<file path="src/hdl/ltit_pkg.sv">
// Shared types and constants for the LAP table idle tracker.
`timescale 1ns / 1ps
package ltit_pkg;
  localparam int unsigned LapW   = 24;
  localparam int unsigned IndexW = 52;
  localparam int unsigned RateW  = 28;
  localparam int unsigned TickW  = 32;
  localparam int unsigned SlotW  = 6;
  localparam int unsigned NumW   = 64;
  localparam logic [11:0] TickHz = 12'd3200;
  localparam logic [RateW-1:0] RateReset = 28'd20000000;
  localparam logic [TickW-1:0] IdleReset = 32'd16384;

  localparam logic [0:0] RegSampleRate = 1'b0;
  localparam logic [0:0] RegIdleLimit  = 1'b1;

  // Search request travelling down the chain of cells.
  typedef struct packed {
    logic             vld;
    logic             hit;
    logic [LapW-1:0]  lap;
    logic [TickW-1:0] tick;
  } ltit_srch_t;
endpackage

</file>
<file path="src/hdl/ltit_cell.sv">
// One table cell: holds a LAP and its last tick, compares the passing request.
`timescale 1ns / 1ps
module ltit_cell import ltit_pkg::*; (
  input  logic              clk_i,
  input  logic              rst_ni,
  input  logic              used_i,
  input  logic              ins_i,
  input  logic [TickW-1:0]  idle_lim_i,
  input  ltit_srch_t        srch_i,
  output ltit_srch_t        srch_o,
  output logic              hit_o,
  output logic              rst_rec_o
);
  logic [LapW-1:0]  key_q;
  logic [TickW-1:0] tick_q;
  logic             match, fwd;
  ltit_srch_t       srch_q, srch_d;

  assign match = srch_i.vld && !srch_i.hit && used_i && (key_q == srch_i.lap);
  assign fwd   = srch_i.tick >= tick_q;

  // A request that has matched or been stored is marked as served.
  always_comb begin
    srch_d = srch_i;
    if (match || ins_i) begin
      srch_d.hit = 1'b1;
    end
  end

  // Key and tick update on an insert; only the tick updates on a hit going forward.
  always_ff @(posedge clk_i) begin
    if (ins_i) begin
      key_q  <= srch_i.lap;
      tick_q <= srch_i.tick;
    end else if (match && fwd) begin
      tick_q <= srch_i.tick;
    end
  end

  always_ff @(posedge clk_i or negedge rst_ni) begin
    if (!rst_ni) begin
      srch_q <= '0;
    end else begin
      srch_q <= srch_d;
    end
  end

  assign srch_o    = srch_q;
  assign hit_o     = match;
  assign rst_rec_o = match && fwd && ((srch_i.tick - tick_q) > idle_lim_i);
endmodule

</file>
<file path="config.mk">
export PLATFORM = sky130hd
export DESIGN_NAME = ltit_cell
export DESIGN_NICKNAME = d
export VERILOG_FILES = /design/src/hdl/ltit_pkg.sv /design/src/hdl/ltit_cell.sv
export SDC_FILE = /design/constraint.sdc
export NUM_CORES = 1
export LEC_CHECK = 0
export ABC_AREA = 1
export CELL_PAD_IN_SITES_DETAIL_PLACEMENT = 0
export CELL_PAD_IN_SITES_GLOBAL_PLACEMENT = 1
export CORE_MARGIN = 4
export CORE_UTILIZATION = 25
export CTS_CLUSTER_DIAMETER = 120
export DETAILED_ROUTE_END_ITERATION = 6
export DONT_BUFFER_PORTS = 1
export PLACE_DENSITY_LB_ADDON = 0.1
export SYNTH_ARGS = -nofsm -noshare
export SYNTH_HDL_FRONTEND = slang
export SYNTH_SLANG_ARGS = --single-unit
</file>
<file path="constraint.sdc">
create_clock -name clk_i -period 4.5 [get_ports clk_i]
set_clock_uncertainty 0.05 [all_clocks]
set_input_delay 0.9 -clock clk_i [delete_from_list [all_inputs] [get_ports clk_i]]
set_output_delay 0.9 -clock clk_i [all_outputs]
set_load 0.05 [all_outputs]
</file>
==> results_dict.tcl, run 1 <==
set metrics [dict create \
    run_status "complete, no violations" \
    most-common-layout-cells "147 x nand2_1, 134 x inv_1, 84 x buf_4, 58 x dfrtp_1, 56 x edfxtp_1" \
    ys_ff_latch 114 \
    endpoint_kind "output port" \
    fillerInstances 2741 \
    number_of_enable_flip_flop_cells_after_synthesis 56 \
    switchingPower_w 0.00117 \
    timing.hold.ws_ns 0.127 \
    drive_gt1_share_pct 32.6 \
    tightest_slew_ns 0.488 \
    cap_violations 0 \
    hold_violations 0 \
    min_path_type "in2async" \
    core_area_mm2 0.0261 \
    detail-route-antenna-nets 0 \
    synthesis.yosys.warnings 0 \
    power-per-cell-area_mw_per_mm2 394 \
    clkTransAtPathRegs_ns 0.06 \
    gp_congestion 0.816 \
    reg2reg_setup_slack_ns 1.65 \
    cts_made_buffers 17 \
    area_delta_synth_final_pct 37.7 \
    reg2reg_depth 16 \
    combPwrFrac_pct 26.9 \
    finalCritPeriodShare_pct 96.7 \
    switching_share_pct 32.5 \
    grt.total_usage_pct 13.4 \
    fmaxAchievable_mhz 230 \
    clock_latency_ns 0.42 \
    synthesis.area_mm2 0.00665 \
    wire_length_of_the_first_global_routing_pass_um 30200 \
    tritoncts "done" \
    met1_length_um 8580 \
    maxUsedRoutingLayer "met4" \
    post_synthesis_instance_total 764 \
    synth_area_leader_cell "edfxtp_1" \
    drt-wirelength-per-cell_um 16.1 \
    holdBufCountCts 0 \
    crit-reg2reg-capture "tick_q[6]" \
    totalWireLength_um 19600 \
    first_global_vias 5597 \
    power.static_leakage_nw 4.17 \
    vias_per_cell 4.30 \
    chipHeight_um 171 \
    async_flop_share_pct 50.9 \
    worst_setup_path_start_kind "primary input" \
    power_w 0.00360 \
    detailroute.via_count 5246 \
    routed-wl-met3_um 898 \
    floorplan.initialDensity_pct 25.4 \
    post_synth_num_cell_types 32 \
    num_rows 59 \
    worst_slack_ns 0.150 \
    seq_total_area_yosys_pct 47.1 \
    fin_crit_ns 4.35 \
    detailedRoute.firstPassIterationCount 4 \
    ys_top_cells_by_area "edfxtp_1 25%, dfrtp_1 22%, ha_1 12%" \
    avgSynthCellArea_um2 8.70 \
    pre_cts_slack_ns -0.235 \
    chipWidth_um 171 \
    clk_root_buf "clkbuf_16" \
    slew_headroom_pct 67.5 \
    drt_drc_violations_left 0 \
    synth.net_count 923 \
    design_internal_power_w 0.00243 \
    clockBufferDepth 2 \
    seq_power_share_pct 35.8 \
    clock_power_share_pct 37.3 \
    route.met2.wl_um 9880 \
    grt_max_degree 59 \
    port_buffers 0 \
    postSynth.topFlopCell "dfrtp_1" \
    utilization_pct 35.0 \
    setup.worst_path.class "in2out" \
    required_time_at_the_endpoint_of_the_critical_path_ns 3.55 \
    hpwlAfterDp_um 15300 \
    crit_fanout 4 \
    antennaDiodeCount 0 \
    layout.cells.most_common "nand2_1" \
    arrival_ns 3.40 \
    clock_tree.htree_level_count 4 \
    crit-reg2reg-launch "tick_q[0]" \
    final_nets 1030 \
    count_of_pins_on_the_block_boundary 154 \
    drv_slew 0 \
    initialDrtViolationCount 130 \
    antenna_violations_before_repair 0 \
    synthDominantCellAreaShare_pct 25.3 \
    design.die.area_mm2 0.0293 \
    gr-total-overflow 0 \
    ir_drop_v 0.000206 \
    report.final.setup_viol 0 \
    clock_sink_count 114 \
]
[cells by family (layout without fill, tap and decap cells)]
group	Yosys count	in the layout	synth area share (%)
and+or+nand+nor	322	322	20.5
buffers and inverters	141	261	7.96
DFF	114	114	47.1
AOI/OAI and AO/OA	84	84	7.08
adders and majority gates	65	65	12.3
xor gates and xnor gates	38	38	5.01
[per-stage QoR]
| stage | area [um2] | setup TNS, ns | instances |
|---|---|---|---|
| 6_report | 9150 | 0 | 1219 |
| 3_5_place_dp | 7690 | -0.235 | 1179 |
| 5_1_grt | 9150 | -0.0201 | 1219 |
| 2_1_floorplan | 6650 | 0 | 764 |
| 3_3_place_gp | 7690 | -0.225 | 1179 |
| 4_1_cts | 8570 | 0 | 1217 |
[Yosys cell counts, drive strengths merged, types with 5 or more instances]
library cell,instances
nand2,200
inv,141
nor2,68
ha,64
dfrtp,58
edfxtp,56
a21oi,49
nand3,27
o21ai,22
xor2,21
xnor2,17
nand4,8
nor3,8
o21bai,5
[registers in the layout (all words and copies together), names as in the netlist]
signal / flops
key_q: 24
tick_q: 32
srch_o: 58
[layer usage]
| metal | global-route usage, % | vias up |
|---|---|---|
| li1 | - | 2649 |
| met1 | 16.7 | 2477 |
| met2 | 23.3 | 105 |
| met3 | 3.30 | 15 |
| met4 | 3.58 | 0 |
| met5 | 0 | - |
[timing repair]
action	CTS	global route
endpoints found under the setup margin	1	1
cloned	0	0
pin swaps	29	44
buffers inserted	6	5
resized for setup	69	112
[critical path, stage by stage]
cell,delay (ns)
ha_2,0.36
nand2_1,0.11
inv_2,0.08
buf_4,0.10
nand2_1,0.10
nor2_2,0.14
nand4_1,0.14
nand4_1,0.11
nand2_1,0.09
ha_1,0.29
nand4_1,0.15
nor3_4,0.16
and3_4,0.20
nand2_1,0.05
nand2_1,0.06
nand2_2,0.09
nor2_4,0.12
buf_12,0.14
[area by class of cell]
cell class	instances	area (um2)	share of cell area (%)
multi-input cells	509	3800	41.6
clock buffers	19	443	4.84
well taps	335	419	4.58
flip-flops and latches	114	3130	34.2
inverters	141	532	5.81
clock inverters	13	134	1.46
repair buffers	88	684	7.48
[worst max path at each step]
| stage | from | cells past startpoint | slack (ns) | to |
|---|---|---|---|---|
| after detailed placement | srch_i[0] | 23 | -0.23 | rst_rec_o |
| after global placement | srch_i[0] | 23 | -0.23 | rst_rec_o |
| final | srch_i[8] | 18 | 0.15 | rst_rec_o |
| after global routing | srch_i[0] | 22 | -0.02 | rst_rec_o |
| after floorplan | srch_i[0] | 21 | 0.08 | rst_rec_o |
| after CTS | srch_i[13] | 20 | 0.002 | rst_rec_o |
[power by group through the flow]
| stage | Sequential, W | Combinational (W) | Clock (W) |
|---|---|---|---|
| final | 0.00129 | 0.000969 | 0.00135 |
| after global placement | 0.00131 | 0.000779 | 0 |
| after global routing | 0.00130 | 0.00109 | 0.00143 |
| after detailed placement | 0.00131 | 0.000779 | 0 |
| after CTS | 0.00129 | 0.000859 | 0.00139 |
| after floorplan | 0.00130 | 0.000484 | 0 |
Power figures use the tool's default switching activity.
==> run 2: changes to the inputs <==
CORE_ASPECT_RATIO = 1.5   (was not set)
clock period = 5.2 ns   (was 4.5 ns; I/O delays follow)
==> results_dict.tcl, run 2 (synthesized netlist as in run 1, its figures left out) <==
set metrics [dict create \
    gp_congestion 0.851 \
    detailroute.via_count 4973 \
    first_global_vias 5496 \
    crit_fanout 4 \
    clock_power_share_pct 39.4 \
    drv_slew 0 \
    switchingPower_w 0.000945 \
    wire_length_of_the_first_global_routing_pass_um 30400 \
    holdBufCountCts 0 \
    initialDrtViolationCount 159 \
    detailedRoute.firstPassIterationCount 4 \
    hpwlAfterDp_um 16500 \
    drt_drc_violations_left 0 \
    antennaDiodeCount 0 \
    tightest_slew_ns 0.506 \
    setup_total_negative_slack_ns 0 \
    drt-wirelength-per-cell_um 17.5 \
    core_area_mm2 0.0260 \
    fillerInstances 2824 \
    clkTransAtPathRegs_ns 0.06 \
    switching_share_pct 33.2 \
    setup.worst_path.class "in2out" \
    ir_drop_v 0.000223 \
    cap_violations 0 \
    layout.cell_area.non_filler_mm2 0.00780 \
    reg2reg_depth 14 \
    clock_sink_count 114 \
    num_rows 72 \
    chipHeight_um 208 \
    seq_power_share_pct 39.2 \
    ff_latch_area_mm2 0.00313 \
    gr-total-overflow 0 \
    design.die.area_mm2 0.0293 \
    tritoncts "done" \
    instances_no_fill 1146 \
    cts_made_buffers 17 \
    final_nets 959 \
    required_time_at_the_endpoint_of_the_critical_path_ns 4.11 \
    max_reg_flops 58 \
    totalWireLength_um 20000 \
    post_dp_cell_area_mm2 0.00718 \
    clock_latency_ns 0.43 \
    detail-route-antenna-nets 0 \
    clk_root_buf "clkbuf_16" \
    count_of_pins_on_the_block_boundary 154 \
    combPwrFrac_pct 21.3 \
    worst_setup_path_startpoint "srch_i[8]" \
    floorplan.initialDensity_pct 25.5 \
    clockBufferDepth 2 \
    grt.total_usage_pct 13.8 \
    fin_crit_ns 5.01 \
    vias_per_cell 4.34 \
    power.static_leakage_nw 3.73 \
    layout.cells.most_common "nand2_1" \
    arrival_ns 3.92 \
    power-per-cell-area_mw_per_mm2 365 \
    hold_violations 0 \
    design_internal_power_w 0.00190 \
    report.final.setup_viol 0 \
    power_w 0.00285 \
    area_delta_synth_final_pct 17.4 \
    finalCritPeriodShare_pct 96.4 \
    crit-reg2reg-launch "tick_q[0]" \
    port_buffers 0 \
    fmaxAchievable_mhz 200 \
    run_status "complete, no violations" \
    grt_max_degree 59 \
    dp_cells 1113 \
    drive_gt1_share_pct 10.7 \
    multi_input_area_mm2 0.00303 \
    most-common-layout-cells "187 x nand2_1, 138 x inv_1, 63 x ha_1, 61 x nor2_1, 58 x dfrtp_1" \
    antenna_violations_before_repair 0 \
    min_path_type "in2async" \
    worst_setup_path_start_kind "primary input" \
    endpoint_kind "output port" \
    chipWidth_um 141 \
    clock_tree.htree_level_count 4 \
    slew_headroom_pct 66.3 \
]
run 2: layer usage:
layer | track usage [%] | share of wire [%] | routed length [um] | up-vias
met5 | 0 | 0 | 0 | -
met2 | 26.9 | 56 | 11200 | 127
met3 | 3.60 | 4.6 | 920 | 34
met1 | 13.2 | 36 | 7230 | 2298
li1 | - | - | - | 2514
met4 | 6.42 | 3.4 | 673 | 0
run 2: stage by stage:
stage          utilization [%]  hold WS (ns)  setup WS (ns)
2_1_floorplan                -         0.694          0.151
3_3_place_gp              27.6         0.697         -0.202
3_5_place_dp              27.6         0.697         -0.159
4_1_cts                   29.8         0.232        0.00606
5_1_grt                   30.0         0.234       -0.00198
6_report                  30.0         0.258          0.189
run 2: power groups by stage:
stage	clock, W	sequential, W	combinational [W]
global placement	0	0.00113	0.000610
CTS	0.00116	0.00112	0.000619
floorplan	0	0.00113	0.000418
global route	0.00120	0.00112	0.000695
detailed placement	0	0.00113	0.000611
finish	0.00112	0.00112	0.000607
run 2: area by class of cell:
cell class | instances | area share, %
Inverter | 141 | 6.79
Multi-Input combinational cell | 509 | 38.8
Clock buffer | 18 | 5.50
Tap cell | 333 | 5.34
Timing Repair Buffer | 17 | 1.68
Sequential cell | 114 | 40.2
Clock inverter | 14 | 1.68
run 2: critical path, cell delays in order:
cell      delay, ns
ha_1           0.33
a21oi_1        0.28
nand2_1        0.16
inv_1          0.08
nand3_1        0.20
nand2_1        0.17
nand3b_1       0.12
nand2_1        0.08
nand2_1        0.05
ha_1           0.32
nand4_1        0.13
nor3_2         0.24
and3_4         0.22
nand2_1        0.05
nand2_1        0.05
nand2_1        0.10
nor2_2         0.11
buf_6          0.17
run 2: final timing paths:
check	endpoint	slack, ns
worst max-delay path	rst_rec_o	0.19
min in group clk_i	srch_o[23]	0.59
worst min register to register	srch_o[56]	0.95
max in group asynchronous	srch_o[55]	4.73
worst max register to register	tick_q[1]	2.50
worst min-delay path	srch_o[25]	0.26
run 2: timing repair:
item / 4_1_cts / 5_1_grt
endpoints found under the setup margin: 1 / 1
pin swaps: 0 / 4
setup buffers: 0 / 1
gates resized for setup: 4 / 10
==> run 3: changes to the inputs <==
clock period = 4.54 ns   (was 5.2 ns; I/O delays follow)
==> results_dict.tcl, run 3 (synthesized netlist as in run 1, its figures left out) <==
set metrics [dict create \
    hpwlAfterDp_um 16200 \
    met1_usage_pct 13.0 \
    grt_util_met3_pct 3.07 \
    antenna_violations_before_repair 0 \
    detailedRoute.firstPassIterationCount 4 \
    report.final.setup_viol 0 \
    cts_made_buffers 17 \
    clkTransAtPathRegs_ns 0.06 \
    wire_length_of_the_first_global_routing_pass_um 30400 \
    clock_sink_count 114 \
    crit_top_cell "nand2_2" \
    drv_slew 0 \
    timing.hold.ws_ns 0.125 \
    grt.met2_usage_pct 27.1 \
    critical_path.n_buffers_inverters 5 \
    chipWidth_um 141 \
    required_time_at_the_endpoint_of_the_critical_path_ns 3.58 \
    holdBufCountCts 0 \
    cap_violations 0 \
    tritoncts "done" \
    grt.total_usage_pct 13.6 \
    num_rows 72 \
    chipHeight_um 208 \
    design.die.area_mm2 0.0293 \
    floorplan.initialDensity_pct 25.5 \
    most-common-layout-cells "158 x nand2_1, 136 x inv_1, 87 x buf_4, 58 x dfrtp_1, 56 x edfxtp_1" \
    power-per-cell-area_mw_per_mm2 393 \
    antennaDiodeCount 0 \
    gr-total-overflow 0 \
    power.static_leakage_nw 4.15 \
    gp_congestion 0.801 \
    first_global_vias 5601 \
    finalCritPeriodShare_pct 98.1 \
    grt_setup_unrepaired "yes" \
    drt-wirelength-per-cell_um 16.0 \
    min_path_type "in2async" \
    grt_max_degree 59 \
    run_status "complete, no violations" \
    totalWireLength_um 19500 \
    clk_root_buf "clkbuf_16" \
    clockBufferDepth 2 \
    vias_per_cell 4.27 \
    initialDrtViolationCount 227 \
    grt.busiest_layer "met2" \
    utilization_pct 34.1 \
    critical-path-top-delay-family "simple AND/OR/NAND/NOR gates" \
    core_area_mm2 0.0260 \
    worst_setup_path_startpoint "srch_i[0]" \
    clock_tree.htree_level_count 4 \
    drive_gt1_share_pct 29.2 \
    drt_drc_violations_left 0 \
    ir_drop_v 0.000267 \
    final_nets 1032 \
    arrival_ns 3.50 \
    hold_violations 0 \
    layout.cells.most_common "nand2_1" \
    fin_crit_ns 4.45 \
    detailroute.via_count 5207 \
    crit_fanout 3 \
    max_reg_flops 58 \
    detail-route-antenna-nets 0 \
    slowest_stage "fa_2" \
    count_of_pins_on_the_block_boundary 154 \
    fillerInstances 2782 \
    clock_latency_ns 0.43 \
    port_buffers 0 \
    setup.worst_path.class "in2out" \
    slew_headroom_pct 69.1 \
    fmaxAchievable_mhz 224 \
    worst_setup_path_start_kind "primary input" \
    crit-reg2reg-launch "tick_q[0]" \
    crit_chain "inv_8 -> ha_4 -> fa_2 -> inv_2 -> nand2_2 -> nand2_2 -> buf_6 -> nand3_2 -> nand2_2 -> inv_2 -> o21bai_4 -> nand2_2 -> nand3_2 -> nand2_2 -> ha_4 -> nand2_4 -> nor3_4 -> and3_4 -> nand2_2 -> nand2_2 -> nand2_4 -> nor2_4 -> buf_12" \
    tightest_slew_ns 0.464 \
    cpPeakStageDelay_ns 0.39 \
    area_delta_synth_final_pct 33.6 \
    endpoint_kind "output port" \
]
## run 3: cell count changes in the layout (fill, tap and decap cells not counted), sizes merged
cell      change
inv           +5
buf          +73
clkinv        -2
clkinvlp      -2
bufinv        -1
## run 3: what timing repair did
item	CTS	global route
setup endpoints to repair	1	1
pin swaps	7	43
resized for setup	13	121
buffers inserted	1	8
## run 3: final timing paths
path | cells past startpoint | slack [ns] | endpoint
max | 23 | 0.09 | rst_rec_o
min | 0 | 0.13 | srch_o[14]
max reg2reg | 16 | 1.64 | tick_q[7]
min reg2reg | 7 | 0.93 | srch_o[56]
max in group asynchronous | 0 | 4.22 | srch_o[7]
min in group clk_i | 0 | 0.46 | srch_o[30]
## run 3: area by class of cell
type	instances	area [um2]	area share, %
Clock buffer	18	450	5.07
Clock inverter	14	131	1.48
Inverter	141	537	6.04
Multi-Input combinational cell	509	3520	39.6
Sequential cell	114	3130	35.3
Tap cell	333	417	4.69
Timing Repair Buffer	90	696	7.83
## run 3: where the power goes
part / internal, W / switching [W]
sequential: 0.00116 / 0.000121
clock: 0.000756 / 0.000548
combinational: 0.000408 / 0.000504
total: 0.00232 / 0.00117
## run 3: metal layers
layer  share of wire [%]  wire length [um]  up-vias
li1                    -                 -     2671
met1                  35              6780     2427
met2                  59             11500       86
met3                 3.6               699       23
met4                 2.6               516        0
met5                   0                 0        -
## run 3: worst reg2reg max path: stages (launching register included)
cell and delay [ns]:
edfxtp_1 0.42, ha_4 0.19, fa_2 0.39, inv_2 0.07, nand2_2 0.05, nand2_2 0.07, buf_6 0.09, nand3_2 0.05
nand2_2 0.09, buf_4 0.12, nand2_1 0.06, nand3_1 0.07, nand2_1 0.05, nand2_1 0.14, nand2_1 0.13, nand2_1 0.08
buf_4 0.40
## run 3: through the flow
step                area, um2  power (W)  TNS [ns]  cells  setup WS [ns]
floorplan                6650    0.00177         0    764          0.105
global placement         7710    0.00209    -0.250   1180         -0.250
detailed placement       7710    0.00210    -0.288   1180         -0.288
CTS                      8350    0.00344         0   1213      0.0000817
global route             8880    0.00372   -0.0894   1219        -0.0894
finish                   8880    0.00349         0   1219         0.0854
