--- src/hdl/ltit_pkg.sv ---
// Shared types and constants for the LAP table idle tracker.
`timescale 1ns / 1ps
package ltit_pkg;
  localparam int unsigned LapW   = 24;
  localparam int unsigned IndexW = 52;
  localparam int unsigned RateW  = 28;
  localparam int unsigned TickW  = 32;
  localparam int unsigned SlotW  = 6;
  localparam int unsigned NumW   = 64;
  localparam logic [11:0] TickHz = 12'd3200;
  localparam logic [RateW-1:0] RateReset = 28'd20000000;
  localparam logic [TickW-1:0] IdleReset = 32'd16384;

  localparam logic [0:0] RegSampleRate = 1'b0;
  localparam logic [0:0] RegIdleLimit  = 1'b1;

  // Search request travelling down the chain of cells.
  typedef struct packed {
    logic             vld;
    logic             hit;
    logic [LapW-1:0]  lap;
    logic [TickW-1:0] tick;
  } ltit_srch_t;
endpackage

--- src/hdl/ltit_div.sv ---
// Bit-serial restoring divider that turns a sample index into a tick count.
`timescale 1ns / 1ps
module ltit_div import ltit_pkg::*; (
  input  logic              clk_i,
  input  logic              rst_ni,
  input  logic              go_i,
  input  logic [IndexW-1:0] index_i,
  input  logic [RateW-1:0]  rate_i,
  output logic              done_o,
  output logic [TickW-1:0]  tick_o
);
  localparam int unsigned CntW = $clog2(NumW + 1);

  logic [NumW-1:0]  num_q, num_d;
  logic [RateW:0]   rem_q, rem_d;
  logic [RateW-1:0] den_q, den_d;
  logic [CntW-1:0]  cnt_q, cnt_d;
  logic             run_q, run_d, done_q, done_d;
  logic [NumW-1:0]  prod;
  logic [RateW:0]   trial;

  // Numerator with rounding bias: index*3200 + rate/2, which always fits in 64 bits.
  assign prod = NumW'(index_i) * NumW'(TickHz) + NumW'(rate_i >> 1);
  assign trial = {rem_q[RateW-1:0], num_q[NumW-1]};

  // One quotient bit per cycle.
  always_comb begin
    num_d  = num_q;
    rem_d  = rem_q;
    den_d  = den_q;
    cnt_d  = cnt_q;
    run_d  = run_q;
    done_d = 1'b0;
    if (go_i) begin
      num_d = prod;
      rem_d = '0;
      den_d = rate_i;
      cnt_d = CntW'(NumW);
      run_d = 1'b1;
    end else if (run_q) begin
      if (trial >= {1'b0, den_q}) begin
        rem_d = trial - {1'b0, den_q};
        num_d = {num_q[NumW-2:0], 1'b1};
      end else begin
        rem_d = trial;
        num_d = {num_q[NumW-2:0], 1'b0};
      end
      cnt_d = cnt_q - 1'b1;
      if (cnt_q == CntW'(1)) begin
        run_d  = 1'b0;
        done_d = 1'b1;
      end
    end
  end

  always_ff @(posedge clk_i or negedge rst_ni) begin
    if (!rst_ni) begin
      run_q  <= 1'b0;
      done_q <= 1'b0;
      cnt_q  <= '0;
    end else begin
      run_q  <= run_d;
      done_q <= done_d;
      cnt_q  <= cnt_d;
    end
  end

  always_ff @(posedge clk_i) begin
    num_q <= num_d;
    rem_q <= rem_d;
    den_q <= den_d;
  end

  assign done_o = done_q;
  assign tick_o = num_q[TickW-1:0];
endmodule

--- config.mk ---
export PLATFORM = sky130hd
export DESIGN_NAME = ltit_div
export DESIGN_NICKNAME = d
export VERILOG_FILES = /design/src/hdl/ltit_pkg.sv /design/src/hdl/ltit_div.sv
export SDC_FILE = /design/constraint.sdc
export NUM_CORES = 1
export LEC_CHECK = 0
export BUFFER_PORTS_ARGS = -buffer_cell sky130_fd_sc_hd__buf_2
export CAP_MARGIN = 20
export CORE_MARGIN = 8
export CORE_UTILIZATION = 43
export DETAILED_ROUTE_END_ITERATION = 8
export GPL_TIMING_DRIVEN = 0
export PLACE_DENSITY_LB_ADDON = 0.12
export SLEW_MARGIN = 20
export SYNTH_ARGS = -nofsm -noshare
export SYNTH_HDL_FRONTEND = slang
export SYNTH_SLANG_ARGS = --single-unit
--- constraint.sdc ---
create_clock -name clk_i -period 2.97 [get_ports clk_i]
set_input_delay 0.297 -clock clk_i [delete_from_list [all_inputs] [get_ports clk_i]]
set_output_delay 0.297 -clock clk_i [all_outputs]
set_load 0.05 [all_outputs]
==> impl_metrics.ini, run 1 <==
[yosys]
yosys_register_bits = 129
syn_avg_cell_area_sq_um = 8.485
synthArstFlopShare = 0.06977
synth_area_sq_um = 15560
synth_warnings = 0
synth_flop_cell = edfxtp_1
synth_cell_types = 97
synth_edf_count = 92
synth_nets = 2177
seq_area_frac_synth = 0.2280
syn_inst = 1834

[cells_and_area]
drive_gt1_frac = 0.2847
area_delta_synth_final_pct = 27.47
finalNetCount = 2427
finalCoreUtilization = 0.5577
n_fill_cell = 3282

[drt]
postRouteAntennaNets = 0
wl_per_cell_um = 16.75
wl_um = 42860
remaining_drc_errors = 0
vias_per_cell = 5.436
drtIter0Drc = 816
drtPass1Iterations = 5
via_count = 13910

[worst_setup_path]
worstPathArrival_ps = 5030
cp-start-kind = primary input
crit_buf_inv = 6
crit_required_ps = 3150
cp-end-kind = flip-flop
path_class = primary input to flip-flop
path_common_cell = ha_4
max_stage_delay_ps = 470
crit_fanout = 5
crit_slowest_cell = fa_1
path_delay_family = compound AO/OA/AOI/OAI gates

[floorplan]
row_count = 69
die_x_um = 206.2
die_height_um = 206.2
design.die.area_sq_um = 42530
core_area_sq_um = 35570
initial_core_util = 0.4375
ios = 116

[power_and_ir_drop]
pwr_density_cell_nw_per_um2 = 794.6
p_leak_nw = 9.344
finalPower_mw = 15.76
irDropWorstVdd_uv = 355.0

[global_route]
grt_pass1_vias = 13790
grt_pass1_wl_um = 68760
grt_max_degree = 49
grt_overflow = 0
grt_util_all_layers = 0.1975
antenna_found_initial = 2

[run_status]
status = finished, violations left
violations = negative setup slack

[clock_network]
root_buffer = clkbuf_16
path_clk_slew_ps = 70
clock_latency_ps = 430
cts_tree = yes
clockBufferDepth = 2
htree_num_levels = 4
cts.sinks = 129
cts_made_buffers = 17

[sta]
maxSlewHeadroom = 0.4315
fin_skew_ps = 14.35
whs_ps = 49.43
min_period_ps = 4844
rsz0062_at_grt = true
worst_pin_slew_ps = 852.8
setup-tns-final_ps = -82280
worst_slack_ps = -1874
maxSlewViolCount = 0
clock.fmax_mhz = 206.5
hold_violations = 0
setup_viol = 76
fin_crit_sh = 1.631

[min_path]
hp-class = primary input to flip-flop

[placed_design]
dp_hpwl_um = 32450
portBuffers = 115
gp_congestion = 0.9140

[job]
drv_cap = 0
[cell type report]
type,instances,area [sq um],area share
buffer,85,616.8,0.03110
multi-input combinational,1319,11720,0.5908
sequential,129,3550,0.1789
clock inverter,15,157.7,0.007948
antenna,1,2.502,0.0001262
timing repair buffer,235,1670,0.08421
inverter,297,1117,0.05633
clock buffer,17,425.4,0.02145
tap,461,576.8,0.02908
[power by group]
| part | switching [mW] | total [mW] | internal [mW] |
|---|---|---|---|
| clock | 0.858 | 2.10 | 1.25 |
| sequential | 0.322 | 2.94 | 2.62 |
| combinational | 5.96 | 10.7 | 4.75 |
| total | 7.14 | 15.8 | 8.62 |
[registers in the layout, indices dropped and copies added, names as in the netlist]
name,flops
num_q,64
done_o,1
den_q,28
rem_q,28
run_q,1
cnt_q,7
[path summary, 6_finish.rpt]
| path | endpoint | slack, ps | startpoint | cells after the start |
|---|---|---|---|---|
| min in group asynchronous | cnt_q[4] | 260 | rst_ni | 2 |
| setup / recovery | num_q[63] | -1870 | index_i[7] | 27 |
| max in group asynchronous | run_q | 2510 | rst_ni | 2 |
| hold / removal | den_q[0] | 50 | rate_i[0] | 1 |
| setup reg to reg | rem_q[7] | -360 | den_q[1] | 15 |
| hold reg to reg | rem_q[23] | 470 | rem_q[23] | 2 |
[cells by family (layout without fill, tap and decap cells)]
group,Yosys count,count (layout),share of synthesized area
other cells,0,1,0
compound gates,430,430,0.1865
xor+xnor,98,98,0.05564
buf+inv,386,649,0.1072
flops,129,129,0.2280
mux,39,39,0.02718
fa+ha+maj,260,260,0.2327
simple gates,492,492,0.1628
[per-layer routing]
metal | up-vias | track usage | wire, um
li1 | 6872 | - | -
met1 | 6731 | 0.2593 | 19600
met2 | 253 | 0.3413 | 21160
met3 | 56 | 0.01944 | 1181
met4 | 0 | 0.05501 | 919
met5 | - | 0 | 0
[cell usage after synthesis, types with 6 or more instances]
cell / count / area, sq um
buf_4: 35 / 262.8
nand2b_1: 12 / 75.07
a31oi_1: 13 / 81.33
nand3b_1: 6 / 45.04
fa_1: 49 / 980.9
a211oi_1: 34 / 255.2
nor2_1: 150 / 563.0
nand3_1: 36 / 180.2
o21bai_1: 12 / 90.09
a21oi_1: 119 / 595.6
or3_1: 15 / 93.84
o21a_1: 18 / 135.1
dfxtp_1: 28 / 560.5
xnor2_1: 58 / 508.0
nand4_1: 26 / 162.7
a21boi_0: 9 / 67.56
clkbuf_1: 29 / 108.9
or2_2: 6 / 37.54
xor2_1: 39 / 341.6
nor2b_1: 13 / 81.33
clkbuf_8: 6 / 82.58
buf_2: 16 / 80.08
a21o_1: 37 / 277.8
ha_1: 211 / 2640
o211ai_1: 20 / 150.1
and2_1: 17 / 106.4
dfrtp_1: 9 / 225.2
nor4_1: 8 / 50.05
and3_1: 12 / 75.07
a211o_1: 8 / 70.07
inv_1: 297 / 1115
or4_1: 6 / 45.04
mux2i_1: 13 / 130.1
o21ai_0: 72 / 360.4
mux2_2: 26 / 292.8
o31ai_1: 7 / 52.55
nand2_1: 108 / 405.4
edfxtp_1: 92 / 2763
nor3_1: 43 / 215.2
[per-stage QoR]
step | setup WS (ps) | instances | cell area [sq um]
4_1_cts | -1811 | 2534 | 19250
6_report | -1874 | 2559 | 19840
5_1_grt | -2012 | 2558 | 19830
3_3_place_gp | -2649 | 2410 | 17190
2_1_floorplan | -1923 | 1834 | 16040
3_5_place_dp | -2708 | 2411 | 17220
[cells in the final DEF, fill, tap and decap left out, types with 14 or more instances in the layout]
master,instances
a211oi_1,24
a21o_1,37
a21oi_1,90
a21oi_2,26
and2_1,14
buf_2,120
buf_4,132
buf_6,22
clkbuf_1,23
clkbuf_16,18
dfxtp_1,27
edfxtp_1,92
fa_1,48
ha_1,166
ha_4,34
inv_1,285
mux2_2,20
nand2_1,102
nand3_1,33
nand4_1,26
nor2_1,141
nor3_1,37
o211ai_1,20
o21a_1,17
o21ai_0,48
o21ai_1,14
o21ai_2,15
or3_1,15
xnor2_1,44
xor2_1,36
[timing repair]
action / CTS / global route
hold endpoints to repair: 9 / 0
gates cloned: 3 / 1
endpoints found under the setup margin: 77 / 78
setup buffers: 93 / 33
resized for setup: 162 / 94
hold buffers: 1 / 0
pin swaps: 119 / 61
(Power assumes the default switching activity.)
==> run 2, diff against run 1 <==
CTS_BUF_LIST = sky130_fd_sc_hd__clkbuf_8   (was unset)
SLEW_MARGIN = 15   (was 20)
==> run 2 against run 1 <==
  * The run still ends with negative setup slack left
  * Global-route usage about the same
  * Non-clock buffer count increased by 10
  * First-iteration DRC count increased by 7.1%
  * Sequential power about the same
  * Cell count increased by 0.39%
  * Utilization increased by 0.42 points
  * Critical endpoint is now num_q[47]
  * Largest power group unchanged
==> impl_metrics.ini, run 2 (synthesized netlist as in run 1, its figures left out) <==
[clock_network]
htree_num_levels = 4
root_buffer = clkbuf_8
cts_made_buffers = 17
path_clk_slew_ps = 90
clockBufferDepth = 2
clock_latency_ps = 460
cts.sinks = 129
cts_tree = yes

[sta]
min_period_ps = 4794
worst_slack_ps = -1824
hold_violations = 0
rsz0062_at_grt = true
fin_crit_sh = 1.614
setup_viol = 76
setup-tns-final_ps = -76810
worst_pin_slew_ps = 860.2
maxSlewHeadroom = 0.4265
clock.fmax_mhz = 208.6
maxSlewViolCount = 0
fin_skew_ps = 16.99

[cells_and_area]
largest-register = num_q
layout_commonest_cell = inv_1
area_delta_synth_final_pct = 28.43
largest_register_ffs = 64
drive_gt1_frac = 0.3019
n_fill_cell = 3299
finalNetCount = 2437
final_cell_mix = 285 x inv_1, 167 x ha_1, 137 x buf_4
top_regs = num_q: 64 flops, den_q: 28 flops, rem_q: 28 flops
final_area_sq_um = 19990
finalCoreUtilization = 0.5619

[worst_setup_path]
r2r-end = rem_q[26]
cp-end-kind = flip-flop
rr_startpoint = den_q[1]
path_class = primary input to flip-flop
crit_fanout = 6
rrSetupSlack_ps = -360
ff2ff_path_depth = 15
crit_required_ps = 3180
cp-start-kind = primary input
worstPathArrival_ps = 5010

[floorplan]
row_count = 69
ios = 116
die_height_um = 206.2
core_area_sq_um = 35570
design.die.area_sq_um = 42530
initial_core_util = 0.4375
die_x_um = 206.2

[global_route]
grt_pass1_wl_um = 68680
grt_util_all_layers = 0.1976
antenna_found_initial = 2
grt_max_degree = 49
grt_pass1_vias = 13800
grt_overflow = 0

[power_and_ir_drop]
irDropWorstVdd_uv = 376.7
p_leak_nw = 9.408
finalPower_mw = 15.65
pwr_density_cell_nw_per_um2 = 783.2

[min_path]
hp-start = rate_i[2]
hp-class = primary input to flip-flop
whs_path_depth = 1
hold_end = den_q[2]

[drt]
dr_wl_met3_um = 1354
drtIter0Drc = 874
wl_met1_um = 19590
via_count = 14050
remaining_drc_errors = 0
wl_um = 43480
dr.max_layer_used = met4
met2_length_um = 21660
wl_per_cell_um = 16.93
vias_per_cell = 5.470
drtPass1Iterations = 5
postRouteAntennaNets = 0

[placed_design]
dpl_cell_area_sq_um = 17220
gp_congestion = 0.9140
dp_hpwl_um = 32450
portBuffers = 115
pre_cts_ws_ps = -2708

[run_status]
status = finished, violations left
violations = negative setup slack

[job]
drv_cap = 0
-- run 2: worst max-delay path: stages --
cell and delay (ps):
buf_12 110, ha_4 240, ha_4 250, inv_2 30
fa_1 510, inv_2 50, ha_4 250, buf_4 140
a21oi_4 180, a21boi_4 80, buf_4 160, a211oi_4 220
inv_1 70, nand3_2 100, xnor2_2 180, ha_4 290
a21oi_1 150, o21bai_1 90, a21oi_1 120, o21ai_1 100
a221o_1 340, nor2b_4 150, and3b_2 230, buf_6 140
buf_4 130, nand3_2 70, xnor2_1 70, mux2_4 250
-- run 2: cell type report --
cell class | instances | area [sq um] | area share
multi-input cells | 1319 | 11940 | 0.5973
flip-flops and latches | 129 | 3550 | 0.1776
repair buffers | 248 | 1805 | 0.09034
inverters | 297 | 1120 | 0.05603
plain buffers | 82 | 603.1 | 0.03018
well taps | 461 | 576.8 | 0.02886
clock buffers | 17 | 234.0 | 0.01171
clock inverters | 15 | 157.7 | 0.007888
diodes | 1 | 2.502 | 0.0001252
-- run 2: worst max-delay path by stage --
stage,start,end,slack [ps],depth (start not counted)
4_1_cts,index_i[6],num_q[60],-1760,25
3_5_place_dp,index_i[8],num_q[55],-2710,26
2_1_floorplan,index_i[7],num_q[63],-1920,25
5_1_grt,index_i[7],num_q[63],-1960,25
6_report,index_i[6],num_q[47],-1820,28
3_3_place_gp,index_i[8],num_q[55],-2650,26
-- run 2: where the power goes --
part / internal, mW / switching (mW) / total, mW
Sequential: 2.62 / 0.326 / 2.94
Clock: 0.755 / 0.789 / 1.54
Combinational: 5.00 / 6.16 / 11.2
Total: 8.38 / 7.28 / 15.7
-- run 2: metal layers --
layer  track usage  vias to the layer above
met5             0                        -
met4       0.05475                        0
met3       0.02147                       67
met2        0.3413                      285
met1        0.2585                     6803
li1              -                     6897
-- run 2: through the flow --
| stage | cells | hold slack [ps] |
|---|---|---|
| global placement | 2410 | 171.5 |
| CTS | 2533 | 6.728 |
| global route | 2568 | 10.14 |
| finish | 2569 | 33.66 |
| detailed placement | 2411 | 174.6 |
| floorplan | 1834 | 1.409 |
-- run 2: what timing repair did --
| item | CTS | global route |
|---|---|---|
| pin swaps | 114 | 102 |
| setup endpoints to repair | 76 | 77 |
| hold buffers | 2 | 0 |
| cloned | 3 | 1 |
| endpoints found under the hold margin | 10 | 0 |
| setup buffers | 126 | 47 |
| resized for setup | 159 | 146 |
==> run 3, diff against run 2 <==
clock period = 5.5 ns   (was 2.97 ns; I/O delays follow)
==> run 3 against run 2 <==
  * The flow now finishes without violations
  * Clock power down 40%
  * Routed wire length down 9.3%
  * First-iteration DRC count down 10%
  * Non-clock buffer count down 108
  * Cell area down 12%
  * Count of clock-buffer cells in the layout up 1
  * Critical path depth down 4
  * Register-to-register slack better by 1800 ps
  * Sequential power down 47%
  * Global-route usage down 1.3 points
  * Largest power group unchanged
==> impl_metrics.ini, run 3 (synthesized netlist as in run 1, its figures left out) <==
[placed_design]
dp_cells = 2411
portBuffers = 115
gp_congestion = 0.8762
dp_hpwl_um = 32130
dpl_cell_area_sq_um = 16750
pre_cts_ws_ps = -773.2

[power_and_ir_drop]
irDropWorstVdd_uv = 235.0
pwr_density_cell_nw_per_um2 = 413.6
finalPower_mw = 7.263
p_leak_nw = 8.485

[sta]
clock.fmax_mhz = 188.3
fin_skew_ps = 12.82
setup_viol = 0
hold_violations = 0
fin_crit_sh = 0.9653
worst_slack_ps = 190.7
whs_ps = 271.4
min_period_ps = 5309
setup-tns-final_ps = 0
maxSlewViolCount = 0
maxSlewHeadroom = 0.4642
worst_pin_slew_ps = 803.6

[drt]
wl_per_cell_um = 16.04
drtIter0Drc = 783
drtPass1Iterations = 5
vias_per_cell = 5.370
via_count = 13210
remaining_drc_errors = 0
postRouteAntennaNets = 0
wl_um = 39460

[run_status]
status = finished clean

[cells_and_area]
largest-register = num_q
multi_input_area_sq_um = 10580
area_delta_synth_final_pct = 12.86
largest_register_ffs = 64
finalNetCount = 2329
finalCoreUtilization = 0.4938
n_fill_cell = 3525
insertedDiodeCount = 0
finalNonFillerCells = 2460
final_cell_mix = 295 x inv_1, 205 x ha_1, 149 x nor2_1
drive_gt1_frac = 0.1646
layout_commonest_cell = inv_1
final_area_sq_um = 17560
top_regs = num_q: 64 flops, den_q: 28 flops, rem_q: 28 flops
register_area_sq_um = 3548

[worst_setup_path]
cp-end-kind = flip-flop
crit_fanout = 8
crit_chain = buf_2, ha_1, ha_1, ha_1, inv_1, fa_1, nand2b_1, a21oi_1, and2_1, nand2_1, nand2_1, xor2_2, ha_1, and3_1, o2111ai_1, nor2b_1, a211o_1, a221oi_2, nor4_4, and2_1, buf_4, nand4_4, o211a_1, a211o_1
path_delay_family = adder cells
worstPathArrival_ps = 5520
cp-start-kind = primary input
crit_required_ps = 5710
crit_slowest_cell = fa_1
crit_buf_inv = 3
max_stage_delay_ps = 450
path_common_cell = ha_1
path_class = primary input to flip-flop

[global_route]
grt_pass1_vias = 13120
grt_overflow = 0
grt_max_degree = 54
grt_pass1_wl_um = 64840
antenna_found_initial = 0
grt_util_all_layers = 0.1843

[clock_network]
clock_latency_ps = 450
htree_num_levels = 4
root_buffer = clkbuf_8
clockBufferDepth = 2
path_clk_slew_ps = 80
cts_tree = yes
cts_made_buffers = 17
cts.sinks = 129

[floorplan]
die_x_um = 206.2
core_area_sq_um = 35570
design.die.area_sq_um = 42530
initial_core_util = 0.4375
die_height_um = 206.2
ios = 116
row_count = 69

[min_path]
hp-class = primary input to flip-flop

[job]
drv_cap = 0
[run 3: power breakdown]
group,switching (mW),total (mW),internal (mW)
logic,2.84,4.77,1.93
registers,0.152,1.56,1.41
clock network,0.417,0.930,0.513
total,3.40,7.26,3.86
[run 3: layer usage]
| layer | global-route usage | wire length (um) |
|---|---|---|
| met1 | 0.2470 | 18940 |
| met2 | 0.3195 | 19180 |
| met3 | 0.02038 | 949 |
| met4 | 0.03219 | 385 |
| met5 | 0 | 0 |
[run 3: repair_timing]
| item | 4_1_cts | 5_1_grt |
|---|---|---|
| hold endpoints to repair | 9 | 0 |
| resized for setup | 17 | 25 |
| buffers inserted | 4 | 12 |
| hold buffers | 1 | 0 |
| endpoints found under the setup margin | 22 | 24 |
| pin swaps | 9 | 17 |
| cloned | 0 | 1 |
[run 3: cell type report]
| cell class | instances | area share |
|---|---|---|
| Clock inverter | 14 | 0.01147 |
| Clock buffer | 18 | 0.01411 |
| Multi-Input combinational cell | 1319 | 0.6023 |
| Sequential cell | 129 | 0.2020 |
| Inverter | 297 | 0.06362 |
| Buffer | 88 | 0.03163 |
| Timing Repair Buffer | 134 | 0.04203 |
| Tap cell | 461 | 0.03284 |
[run 3: path summary, 6_finish.rpt]
kind	start	slack (ps)	cells after the start	to
min reg2reg	rem_q[23]	500	2	rem_q[23]
min	rate_i[0]	270	1	den_q[0]
max	index_i[1]	190	24	num_q[60]
max in group asynchronous	rst_ni	4810	2	cnt_q[1]
min in group asynchronous	rst_ni	490	2	done_o
max reg2reg	den_q[14]	1460	15	rem_q[6]
